==> src/hdl/i2af_pkg.sv <==
// i2af_pkg: shared types, ASCII constants and helper functions for the
// integer to ASCII formatter. No dependencies; used by i2af_conv and the
// top level integer_to_ascii_formatter.
package i2af_pkg;

	// default value width and bits folded into the BCD register per cycle
	localparam int VALUE_BITS_DEF = 32;
	localparam int STEP_BITS      = 8;

	localparam logic [7:0] ASCII_ZERO    = 8'h30;
	localparam logic [7:0] ASCII_LOWER_A = 8'h61;
	localparam logic [7:0] ASCII_UPPER_A = 8'h41;
	localparam logic [7:0] ASCII_MINUS   = 8'h2D;
	localparam logic [3:0] DEC_RADIX     = 4'd10;

	// format select carried on the input tuser
	typedef enum logic [1:0] {
		FUNC_SDEC = 2'd0,
		FUNC_UDEC = 2'd1,
		FUNC_HEXL = 2'd2,
		FUNC_HEXU = 2'd3
	} func_t;

	// sequencer states
	typedef enum logic [2:0] {
		ST_IDLE,
		ST_CONV,
		ST_FIND,
		ST_SIGN,
		ST_EMIT
	} state_t;

	// digit slots needed for the larger of the decimal and hex forms
	function automatic int num_digits(int bits);
		int dec;
		int hex;
		begin
			dec = (bits * 30103 + 99999) / 100000;
			hex = (bits + 3) / 4;
			return (dec > hex) ? dec : hex;
		end
	endfunction

	// one digit (0..15) to its ASCII character
	function automatic logic [7:0] digit_char(logic [3:0] d, logic upper);
		logic [7:0] base;
		begin
			base = upper ? ASCII_UPPER_A : ASCII_LOWER_A;
			if (d < DEC_RADIX)
				return ASCII_ZERO + {4'b0000, d};
			else
				return base + {4'b0000, d} - {4'b0000, DEC_RADIX};
		end
	endfunction

endpackage

==> src/hdl/integer_to_ascii_formatter.sv <==
// integer_to_ascii_formatter: top level. Sequencer around i2af_conv that
// prints a value as signed/unsigned decimal or hex text, one character a beat.
// Depends on i2af_pkg and i2af_conv.
//
//  channel   dir  tdata                   tuser       tlast
//  s_axis    in   value[VALUE_BITS-1:0]   func[1:0]   -
//  m_axis    out  ascii_char[7:0]         -           last character
//
// Steps: accept, the digit unit (ceil(VALUE_BITS/8) double dabble steps for
// decimal, a direct load for hex), digit search, then one beat per character
// (up to 11 at 32 bits). s_axis_tready is high only while the sequencer is
// idle; the last character may still wait in the output register while the
// next beat enters. Output stalls hold the sequencer. arst_n clears the
// sequencer and tvalid.
module integer_to_ascii_formatter #(
	parameter int VALUE_BITS = i2af_pkg::VALUE_BITS_DEF
) (
	input  logic                                clk,
	input  logic                                arst_n,
	input  logic                                s_axis_tvalid,
	output logic                                s_axis_tready,
	input  logic [((VALUE_BITS+7)/8)*8-1:0]     s_axis_tdata,  // [VALUE_BITS-1:0] value
	input  logic [1:0]                          s_axis_tuser,  // [1:0] func
	output logic                                m_axis_tvalid,
	input  logic                                m_axis_tready,
	output logic [7:0]                          m_axis_tdata,  // [7:0] ascii_char
	output logic                                m_axis_tlast
);
	import i2af_pkg::*;

	localparam int NDIG  = num_digits(VALUE_BITS);
	localparam int IDX_W = $clog2(NDIG);

	state_t                  state_q, state_d;
	func_t                   func_q;
	func_t                   in_func;
	logic                    minus_q;
	logic [IDX_W-1:0]        idx_q;
	logic [IDX_W-1:0]        find_idx;
	logic                    m_valid_q;
	logic [7:0]              m_data_q;
	logic                    m_last_q;
	logic [VALUE_BITS-1:0]   in_value;
	logic                    in_neg;
	logic [VALUE_BITS-1:0]   mag;
	logic                    accept;
	logic                    out_free;
	logic                    load_out;
	logic [7:0]              load_char;
	logic                    load_last;
	logic                    conv_done;
	logic [4*NDIG-1:0]       digits;
	logic [3:0]              cur_digit;

	// input decode: sign and magnitude
	assign in_func  = func_t'(s_axis_tuser);
	assign in_value = s_axis_tdata[VALUE_BITS-1:0];
	assign in_neg   = (in_func == FUNC_SDEC) && in_value[VALUE_BITS-1];
	assign mag      = in_neg ? (~in_value + VALUE_BITS'(1)) : in_value;
	assign accept   = s_axis_tvalid && s_axis_tready;
	assign out_free = !m_valid_q || m_axis_tready;

	i2af_conv #(
		.VALUE_BITS(VALUE_BITS)
	) u_conv (
		.clk    (clk),
		.arst_n (arst_n),
		.start  (accept),
		.hex    (in_func == FUNC_HEXL || in_func == FUNC_HEXU),
		.mag    (mag),
		.done   (conv_done),
		.digits (digits)
	);

	// highest nonzero digit; zero value prints a single digit
	always_comb begin
		find_idx = '0;
		for (int i = 0; i < NDIG; i++) begin
			if (digits[4*i +: 4] != 4'd0)
				find_idx = IDX_W'(i);
		end
	end

	assign cur_digit = digits[{idx_q, 2'b00} +: 4];

	// next state
	always_comb begin
		state_d = state_q;
		unique case (state_q)
			ST_IDLE: if (s_axis_tvalid) state_d = ST_CONV;
			ST_CONV: if (conv_done) state_d = ST_FIND;
			ST_FIND: state_d = minus_q ? ST_SIGN : ST_EMIT;
			ST_SIGN: if (out_free) state_d = ST_EMIT;
			ST_EMIT: if (out_free && idx_q == '0) state_d = ST_IDLE;
			default: state_d = ST_IDLE;
		endcase
	end

	// outputs of the sequencer
	always_comb begin
		s_axis_tready = 1'b0;
		load_out      = 1'b0;
		load_char     = ASCII_MINUS;
		load_last     = 1'b0;
		unique case (state_q)
			ST_IDLE: s_axis_tready = 1'b1;
			ST_CONV, ST_FIND: ;
			ST_SIGN: load_out = out_free;
			ST_EMIT: begin
				load_out  = out_free;
				load_char = digit_char(cur_digit, func_q == FUNC_HEXU);
				load_last = (idx_q == '0);
			end
			default: ;
		endcase
	end

	// control registers
	always_ff @(posedge clk or negedge arst_n) begin
		if (!arst_n) begin
			state_q   <= ST_IDLE;
			m_valid_q <= 1'b0;
		end else begin
			state_q <= state_d;
			if (load_out)
				m_valid_q <= 1'b1;
			else if (m_axis_tready)
				m_valid_q <= 1'b0;
		end
	end

	// payload registers
	always_ff @(posedge clk) begin
		if (accept) begin
			func_q  <= in_func;
			minus_q <= in_neg;
		end
		if (state_q == ST_FIND)
			idx_q <= find_idx;
		else if (state_q == ST_EMIT && load_out && idx_q != '0)
			idx_q <= idx_q - IDX_W'(1);
		if (load_out) begin
			m_data_q <= load_char;
			m_last_q <= load_last;
		end
	end

	assign m_axis_tvalid = m_valid_q;
	assign m_axis_tdata  = m_data_q;
	assign m_axis_tlast  = m_last_q;

	// an accepted beat always starts a conversion
	a_accept_conv: assert property (@(posedge clk) disable iff (!arst_n)
		accept |=> (state_q == ST_CONV))
		else $error("accepted beat did not start conversion");

	// the digit unit only reports completion while the sequencer waits on it
	a_done_in_conv: assert property (@(posedge clk) disable iff (!arst_n)
		conv_done |-> (state_q == ST_CONV))
		else $error("conversion done outside CONV");

	// a minus sign is never the final character
	a_minus_not_last: assert property (@(posedge clk) disable iff (!arst_n)
		(m_axis_tvalid && m_axis_tdata == ASCII_MINUS) |-> !m_axis_tlast)
		else $error("minus sign flagged as last");

	// decimal text only ever shows decimal digits
	a_dec_digit: assert property (@(posedge clk) disable iff (!arst_n)
		(state_q == ST_EMIT && (func_q == FUNC_SDEC || func_q == FUNC_UDEC))
			|-> (cur_digit < DEC_RADIX))
		else $error("non-decimal digit in decimal mode");

endmodule

==> src/hdl/i2af_conv.sv <==
// i2af_conv: digit register for the formatter. Decimal values go through a
// shift-and-add-3 (double dabble) unit, STEP_BITS bits per cycle; hex values
// load straight in. Depends on i2af_pkg.
module i2af_conv #(
	parameter int VALUE_BITS = i2af_pkg::VALUE_BITS_DEF
) (
	input  logic                                              clk,
	input  logic                                              arst_n,
	input  logic                                              start,
	input  logic                                              hex,
	input  logic [VALUE_BITS-1:0]                             mag,
	output logic                                              done,
	output logic [4*i2af_pkg::num_digits(VALUE_BITS)-1:0]     digits
);
	import i2af_pkg::*;

	localparam int NDIG  = num_digits(VALUE_BITS);
	localparam int DIG_W = 4 * NDIG;
	localparam int STEPS = (VALUE_BITS + STEP_BITS - 1) / STEP_BITS;
	localparam int BIN_W = STEPS * STEP_BITS;
	localparam int CNT_W = $clog2(STEPS + 1);

	logic [DIG_W-1:0] bcd_q;
	logic [BIN_W-1:0] bin_q;
	logic [CNT_W-1:0] cnt_q;
	logic             done_q;
	logic [DIG_W-1:0] bcd_v;
	logic [BIN_W-1:0] bin_v;

	// double dabble unit: STEP_BITS rounds of add-3 correction then shift
	always_comb begin
		bcd_v = bcd_q;
		bin_v = bin_q;
		for (int b = 0; b < STEP_BITS; b++) begin
			for (int d = 0; d < NDIG; d++) begin
				if (bcd_v[4*d +: 4] >= 4'd5)
					bcd_v[4*d +: 4] = bcd_v[4*d +: 4] + 4'd3;
			end
			bcd_v = {bcd_v[DIG_W-2:0], bin_v[BIN_W-1]};
			bin_v = {bin_v[BIN_W-2:0], 1'b0};
		end
	end

	// step counter and done flag
	always_ff @(posedge clk or negedge arst_n) begin
		if (!arst_n) begin
			cnt_q  <= '0;
			done_q <= 1'b0;
		end else if (start) begin
			cnt_q  <= hex ? '0 : CNT_W'(STEPS);
			done_q <= hex;
		end else if (cnt_q != '0) begin
			cnt_q  <= cnt_q - CNT_W'(1);
			done_q <= (cnt_q == CNT_W'(1));
		end else begin
			done_q <= 1'b0;
		end
	end

	// digit and shift registers
	always_ff @(posedge clk) begin
		if (start) begin
			bcd_q <= hex ? DIG_W'(mag) : '0;
			bin_q <= BIN_W'(mag);
		end else if (cnt_q != '0) begin
			bcd_q <= bcd_v;
			bin_q <= bin_v;
		end
	end

	assign done   = done_q;
	assign digits = bcd_q;

	// a new start never lands while the unit is still stepping
	a_no_restart: assert property (@(posedge clk) disable iff (!arst_n)
		(cnt_q != '0) |-> !start)
		else $error("conv restarted mid conversion");

	// done rises in the cycle after the final step
	a_done_after_last: assert property (@(posedge clk) disable iff (!arst_n)
		(cnt_q == CNT_W'(1) && !start) |=> done)
		else $error("conv done missing after last step");

	// the lowest decimal digit left in the register is a valid BCD code
	a_bcd_valid: assert property (@(posedge clk) disable iff (!arst_n)
		(done && $past(cnt_q) == CNT_W'(1)) |-> (bcd_q[3:0] < DEC_RADIX))
		else $error("conv produced a non-decimal digit");

endmodule
==> config.mk <==
export PLATFORM = sky130hd
export DESIGN_NAME = integer_to_ascii_formatter
export DESIGN_NICKNAME = d
export VERILOG_FILES = /design/src/hdl/i2af_pkg.sv /design/src/hdl/integer_to_ascii_formatter.sv /design/src/hdl/i2af_conv.sv
export SDC_FILE = /design/constraint.sdc
export NUM_CORES = 1
export LEC_CHECK = 0
export BUFFER_PORTS_ARGS = -buffer_cell sky130_fd_sc_hd__buf_4
export CAP_MARGIN = 30
export CORE_MARGIN = 2
export CORE_UTILIZATION = 55
export DETAILED_ROUTE_END_ITERATION = 8
export GPL_TIMING_DRIVEN = 0
export PLACE_DENSITY = 0.76
export SETUP_SLACK_MARGIN = 0.15
export SKIP_LAST_GASP = 1
export SLEW_MARGIN = 20
export SYNTH_ARGS = -nofsm -noshare
export SYNTH_HDL_FRONTEND = slang
export SYNTH_SLANG_ARGS = --single-unit
==> constraint.sdc <==
create_clock -name clk -period 17.7 [get_ports clk]
set_clock_uncertainty 0.15 [all_clocks]
set_input_delay 3.54 -clock clk [delete_from_list [all_inputs] [get_ports clk]]
set_output_delay 3.54 -clock clk [all_outputs]
set_load 0.01 [all_outputs]
Word level (Yosys, flattened, before mapping)
Index checks and enable logic that the tools add are counted.
- register bits after elaboration: 96
- output and inout bits: 11
- word-level logic and storage cells: 333
- $add $sub $neg: 86
- order comparisons: 81
- equal/unequal tests: 12
- shift-type cells: 1
- muxes and demuxes: 114
- bitwise logic cells: 1
- reduce and logical (&&, ||, !) cells: 27
- operators by type and width (kind ; number):
    2-to-1 mux 4 bit ; 81
    greater-or-equal comparator 4 x 3 -> 1 bit (second input constant) ; 80
    adder 4 x 2 -> 4 bit (second input constant) ; 72
    2-to-1 mux 32 bit ; 4
    2-to-1 mux 40 bit ; 2
    2-to-1 mux 3 bit ; 16
    nonzero test 4 bit ; 10
    variable part select 40 x 7 -> 4 bit ; 1
    adder 32 x 1 -> 32 bit (second input constant) ; 1
    inverter 32 bit ; 1
    adder 3 x 2 -> 3 bit (second input constant) ; 8
    one-hot mux 3 bit (5 select lines) ; 1
    adder 7 x 4 -> 8 bit ; 1
    2-to-1 mux 8 bit ; 1
    subtractor 8 x 4 -> 8 bit (second input constant) ; 1
    adder 6 x 4 -> 7 bit (first input constant) ; 1
    2-to-1 mux 1 bit ; 7
    equality test 2 bit (second input constant) ; 3
    equality test 3 x 1 -> 1 bit (second input constant) ; 2
    equality test 3 x 2 -> 1 bit (second input constant) ; 2
    2-to-1 mux 6 bit ; 1
    != test 2 bit (second input constant) ; 3
    nonzero test 2 bit ; 3
    logical AND 1 bit ; 5
    other kinds (14) ; 15

Logic depth before layout (Yosys ltp)
- word-level depth: 18
- depth in mapped cells: 40

Cells and area by module
Synthesis repeated with hierarchy kept, for this count alone.
- cells, all modules: 1949
- area total of the unflattened synthesis: 15765.1 sq um
- by module, submodules not included (module ; times used ; cells each ; area an instance (sq um)):
    i2af_conv ; 1 ; 1699 ; 13683.1
    integer_to_ascii_formatter ; 1 ; 250 ; 2082.0

Worst setup path before layout
No wires, ideal clock.
- kind: reg2reg
- from: register u_conv.bcd_q[8], in the netlist u_conv.digits[8]
- to: register u_conv.bcd_q[19], in the netlist u_conv.digits[19] (data pin)
- data arrival time: 6.198 ns
- required time: 17.286 ns
- slack: 11.088 ns
- cell stages (with the launch flop): 32
- path through: edfxtp_1 > inv_1 > ha_1 > buf_6 > nand2b_1 > a21oi_1 > mux2_2 > or3_4 > nand2_1 > inv_1 > ha_1 > or3_1 > a311oi_1 > or2_1 > buf_2 > nand2b_1 > xnor2_2 > ha_1 > o21a_1 > o31a_1 > inv_1 > ha_1 > o21a_1 > o31a_1 > inv_1 > ha_1 > or4_1 > o211a_1 > o31ai_4 > nand2_1 > mux2_2 > o21ai_2
- cells in the longest elaborated chain, start to end: 18
- elaborated cells on any way between the ends: 56
- those cells by class: add/sub (18); order compare (18); mux (20)
- ends and longest elaborated chain (element ; line ; RTL):
    from (decl) ; i2af_conv.sv:23 ; logic [DIG_W-1:0] bcd_q;
    from (signal assigned) ; i2af_conv.sv:63 ; bcd_q <= hex ? DIG_W'(mag) : '0;
    from (signal assigned) ; i2af_conv.sv:66 ; bcd_q <= bcd_v;
    adder 4 x 2 -> 4 bit or greater-or-equal comparator 4 x 3 -> 1 bit (tied branches) ; i2af_conv.sv:37, i2af_conv.sv:36 ;
    2-to-1 mux 4 bit * ; i2af_conv.sv:36 ; if (bcd_v[4*d +: 4] >= 4'd5)
    adder 4 x 2 -> 4 bit or greater-or-equal comparator 4 x 3 -> 1 bit (tied branches) ; i2af_conv.sv:37, i2af_conv.sv:36 ;
    2-to-1 mux 4 bit ; i2af_conv.sv:36 ;
    adder 4 x 2 -> 4 bit or greater-or-equal comparator 4 x 3 -> 1 bit (tied branches) ; i2af_conv.sv:37, i2af_conv.sv:36 ;
    2-to-1 mux 4 bit ; i2af_conv.sv:36 ;
    adder 4 x 2 -> 4 bit or greater-or-equal comparator 4 x 3 -> 1 bit (tied branches) ; i2af_conv.sv:37, i2af_conv.sv:36 ;
    2-to-1 mux 4 bit ; i2af_conv.sv:36 ;
    (+2 left out) ; - ;
    adder 4 x 2 -> 4 bit or greater-or-equal comparator 4 x 3 -> 1 bit (tied branches) ; i2af_conv.sv:37, i2af_conv.sv:36 ;
    2-to-1 mux 4 bit ; i2af_conv.sv:36 ;
    adder 4 x 2 -> 4 bit or greater-or-equal comparator 4 x 3 -> 1 bit (tied branches) ; i2af_conv.sv:37, i2af_conv.sv:36 ;
    2-to-1 mux 4 bit ; i2af_conv.sv:36 ;
    adder 4 x 2 -> 4 bit or greater-or-equal comparator 4 x 3 -> 1 bit (tied branches) ; i2af_conv.sv:37, i2af_conv.sv:36 ;
    2-to-1 mux 4 bit * ; i2af_conv.sv:36 ;
    2-to-1 mux 40 bit * ; i2af_conv.sv:65 ; end else if (cnt_q != '0) begin
    2-to-1 mux 40 bit * ; i2af_conv.sv:62 ; if (start) begin
Mark *: on every way between the ends. The rest lies on a longest branch, timed or not. The select of a mux whose other input is x is not followed.
A chain may end at the register's enable or synchronous reset.

Worst setup path after layout
- from: register u_conv.bcd_q[28], in the netlist u_conv.digits[28]
- to: register u_conv.bcd_q[38], in the netlist u_conv.digits[38] (data pin)
- cells in the longest elaborated chain, start to end: 18
- elaborated cells on any way between the ends: 56
- those cells by class: add/sub (18); order compare (18); mux (20)
- ends and longest elaborated chain (element ; line ; RTL):
    adder 4 x 2 -> 4 bit or greater-or-equal comparator 4 x 3 -> 1 bit (tied branches) ; i2af_conv.sv:37, i2af_conv.sv:36 ;
    2-to-1 mux 4 bit * ; i2af_conv.sv:36 ;
    adder 4 x 2 -> 4 bit or greater-or-equal comparator 4 x 3 -> 1 bit (tied branches) ; i2af_conv.sv:37, i2af_conv.sv:36 ;
    2-to-1 mux 4 bit ; i2af_conv.sv:36 ;
    adder 4 x 2 -> 4 bit (tied with other cells) ; i2af_conv.sv:37 ; bcd_v[4*d +: 4] = bcd_v[4*d +: 4] + 4'd3;
    2-to-1 mux 4 bit or 2-to-1 mux 3 bit (tied branches) ; i2af_conv.sv:36 ;
    adder 4 x 2 -> 4 bit (tied with other cells) ; i2af_conv.sv:37 ;
    2-to-1 mux 4 bit or 2-to-1 mux 3 bit (tied branches) ; i2af_conv.sv:36 ;
    (+2 left out) ; - ;
    adder 4 x 2 -> 4 bit (tied with other cells) ; i2af_conv.sv:37 ;
    2-to-1 mux 4 bit or 2-to-1 mux 3 bit (tied branches) ; i2af_conv.sv:36 ;
    adder 4 x 2 -> 4 bit (tied with other cells) ; i2af_conv.sv:37 ;
    2-to-1 mux 4 bit or 2-to-1 mux 3 bit (tied branches) ; i2af_conv.sv:36 ;
    greater-or-equal comparator 4 x 3 -> 1 bit or adder 3 x 2 -> 3 bit (tied branches) ; i2af_conv.sv:36, i2af_conv.sv:37 ;
    2-to-1 mux 3 bit * ; i2af_conv.sv:36 ;
    2-to-1 mux 40 bit * ; i2af_conv.sv:65 ;
    2-to-1 mux 40 bit * ; i2af_conv.sv:62 ;
Marked as above.

==> flow_metrics.tcl <==
set metrics [dict create \
    viasPerCell 6.33 \
    ys_warn_count 0 \
    ys_ff_latch 95 \
    synth_cells 1931 \
    async_flop_share_pct 8.42 \
    port_buffers 47 \
    syn_area_um2 15200 \
    hold_slack_ps 380 \
    cp_slowest_cell "edfxtp_1" \
    final_common_cell "nand2_1" \
    outcome "complete, no violations" \
    nFillCells 2433 \
    synth-main-ff-cell "edfxtp_1" \
    cts_resized 0 \
    fmax_mhz 133 \
    cts_root_buffer "clkbuf_16" \
    place_congestion 0.884 \
    worst_pin_slew_ps 864 \
    min_period_over_period_pct 42.4 \
    hp-class "reg -> reg" \
    htree_levels 3 \
    grt_pass1_vias 13649 \
    area_growth_pct 7.54 \
    hold-path-cell-count 2 \
    yosys.area_share.simple_pct 23.1 \
    pin_count 49 \
    max_slew_margin_pct 41.9 \
    layout_common_cells "nand2_1 (192), nor2_1 (154), a21oi_1 (146), inv_1 (125), o21ai_0 (124)" \
    drtPass1Iterations 5 \
    final_nets 2117 \
    rsz0062_at_grt "false" \
    initial_core_util_pct 56.1 \
    core.rowCount 60 \
    hold_violations 0 \
    finalSetupViolations 0 \
    avgRoutedWirePerCell_um 17.0 \
    core_um2 27000 \
    reg2regPathDepth 38 \
    grt-ovfl-total 0 \
    ant_nets 0 \
    synth_compound_area_share_pct 31.1 \
    antenna_found_initial 0 \
    critPathMaxFanout 7 \
    hold_buffers 0 \
    yosysSeqAreaShare_pct 18.5 \
    numCtsBuffers 9 \
    synth_top_family_by_area "compound AO/OA/AOI/OAI gates" \
    synth.avg_cell_area_um2 7.86 \
    max_cap_viol_count 0 \
    worstSetupPathType "reg -> reg" \
    fin_setup_tns_ps 0 \
    synth_xor_xnor_area_share_pct 5.91 \
    synthesis.nets 2058 \
    synth_cell_types 136 \
    synth_edf_count 87 \
    final_util_pct 60.4 \
    grt_pass1_wl_um 64600 \
    slowest_delay_ps 520 \
    crit_top_cell "ha_1" \
    hpwl_um 31400 \
    start_kind "flip-flop" \
    setup.worst_path.end_class "flip-flop" \
    slew_viol_final 0 \
    timing.final.crit_period_ps 7510 \
    clock_sinks 95 \
    vias 14799 \
    required_ps 17740 \
    drc 0 \
    multi_input_area_um2 11600 \
    die_h_um 170 \
    synthAdderAreaFrac_pct 7.47 \
    worst_ep_arrival_time_ps 7560 \
    clk_path_buf_depth 2 \
    drt_wl_total_um 39600 \
    die_w_um 170 \
    die_area_um2 28900 \
    drtIter0Drc 1283 \
    clk_latency_ps 350 \
    path_clk_slew_ps 70 \
    synth.area.mux_share_pct 8.57 \
    grt_max_degree 39 \
    drive_gt1_share_pct 14.2 \
    seqCellArea_um2 2810 \
    grtUsageTotal_pct 26.9 \
    cts_tree "built" \
    cts_setup_buffers 0 \
]
## metal layers
metal,part of all wire (%),track usage [%]
met1,43,34.5
met3,6.5,3.09
met2,48,47.6
met5,0,0
met4,2.2,8.06
## final timing paths
path | startpoint | end | slack (ps)
max in group asynchronous | arst_n | u_conv.cnt_q[2] | 14430
min reg2reg | u_conv.bin_q[11] | u_conv.bin_q[19] | 380
min in group asynchronous | arst_n | m_axis_tvalid | 2840
max reg2reg | u_conv.digits[28] | u_conv.digits[38] | 10190
min | u_conv.bin_q[11] | u_conv.bin_q[19] | 380
max | u_conv.digits[28] | u_conv.digits[38] | 10190
## state kept, by name, summed over array words and instances, names as in the netlist
signal and flops:
idx_q 4, u_conv.done 1, state_q 3, u_conv.cnt_q 3, func_q 2, u_conv.bin_q 32
m_axis_tdata 7, u_conv.digits 40, minus_q 1, m_axis_tlast 1, m_axis_tvalid 1
## metrics by stage
stage	instances	cell area, µm²	setup WS (ps)
after floorplan	1931	15200	11090
after global placement	2319	16000	10320
after detailed placement	2320	16000	10260
after CTS	2336	16300	10220
after global routing	2336	16300	9400
final	2337	16300	10190
## cell type report
class / instances / area share [%]
plain buffers: 64 / 1.84
clock buffers: 9 / 1.38
diodes: 1 / 0.0153
clock inverters: 7 / 0.667
flip-flops and latches: 95 / 17.2
inverters: 133 / 3.06
well taps: 341 / 2.62
repair buffers: 48 / 2.29
multi-input cells: 1639 / 70.9
## worst max-delay path, delay by kind of cell, from the launching register on
kind | cells | cell delay (ps)
AO/OA/AOI/OAI | 11 | 2260
AND/OR/NAND/NOR | 12 | 1820
flip-flops | 1 | 520
XOR/XNOR | 3 | 640
buffers and inverters | 5 | 450
adder cells (fa/ha/maj) | 7 | 1520
## cells by family after synthesis
family / after synthesis
buf+inv: 197
fa+ha+maj: 91
compound gates: 658
mux: 107
flops: 95
other cells: 1
simple gates: 693
xor+xnor: 89
## Yosys cell counts (all sizes together), types with 18 or more instances
master | number | area (µm²)
buf | 25 | 154
or3 | 29 | 191
ha | 89 | 1110
o21a | 24 | 180
a211oi | 40 | 350
and3 | 18 | 123
o22ai | 27 | 189
o21ai | 172 | 906
nor2b | 24 | 160
o211ai | 24 | 210
a21oi | 153 | 800
xor2 | 33 | 304
edfxtp | 87 | 2610
mux2i | 61 | 669
nand2b | 44 | 278
clkbuf | 39 | 146
or2 | 24 | 150
nor2 | 161 | 632
nand2 | 194 | 733
inv | 131 | 492
nor3 | 50 | 277
and2 | 29 | 183
a31oi | 21 | 171
xnor2 | 56 | 592
nand3 | 54 | 270
mux2 | 38 | 450
Power is left out: the tool's default activity adds up to more than one toggle a clock period on the data nets, which glitch-free logic cannot reach.
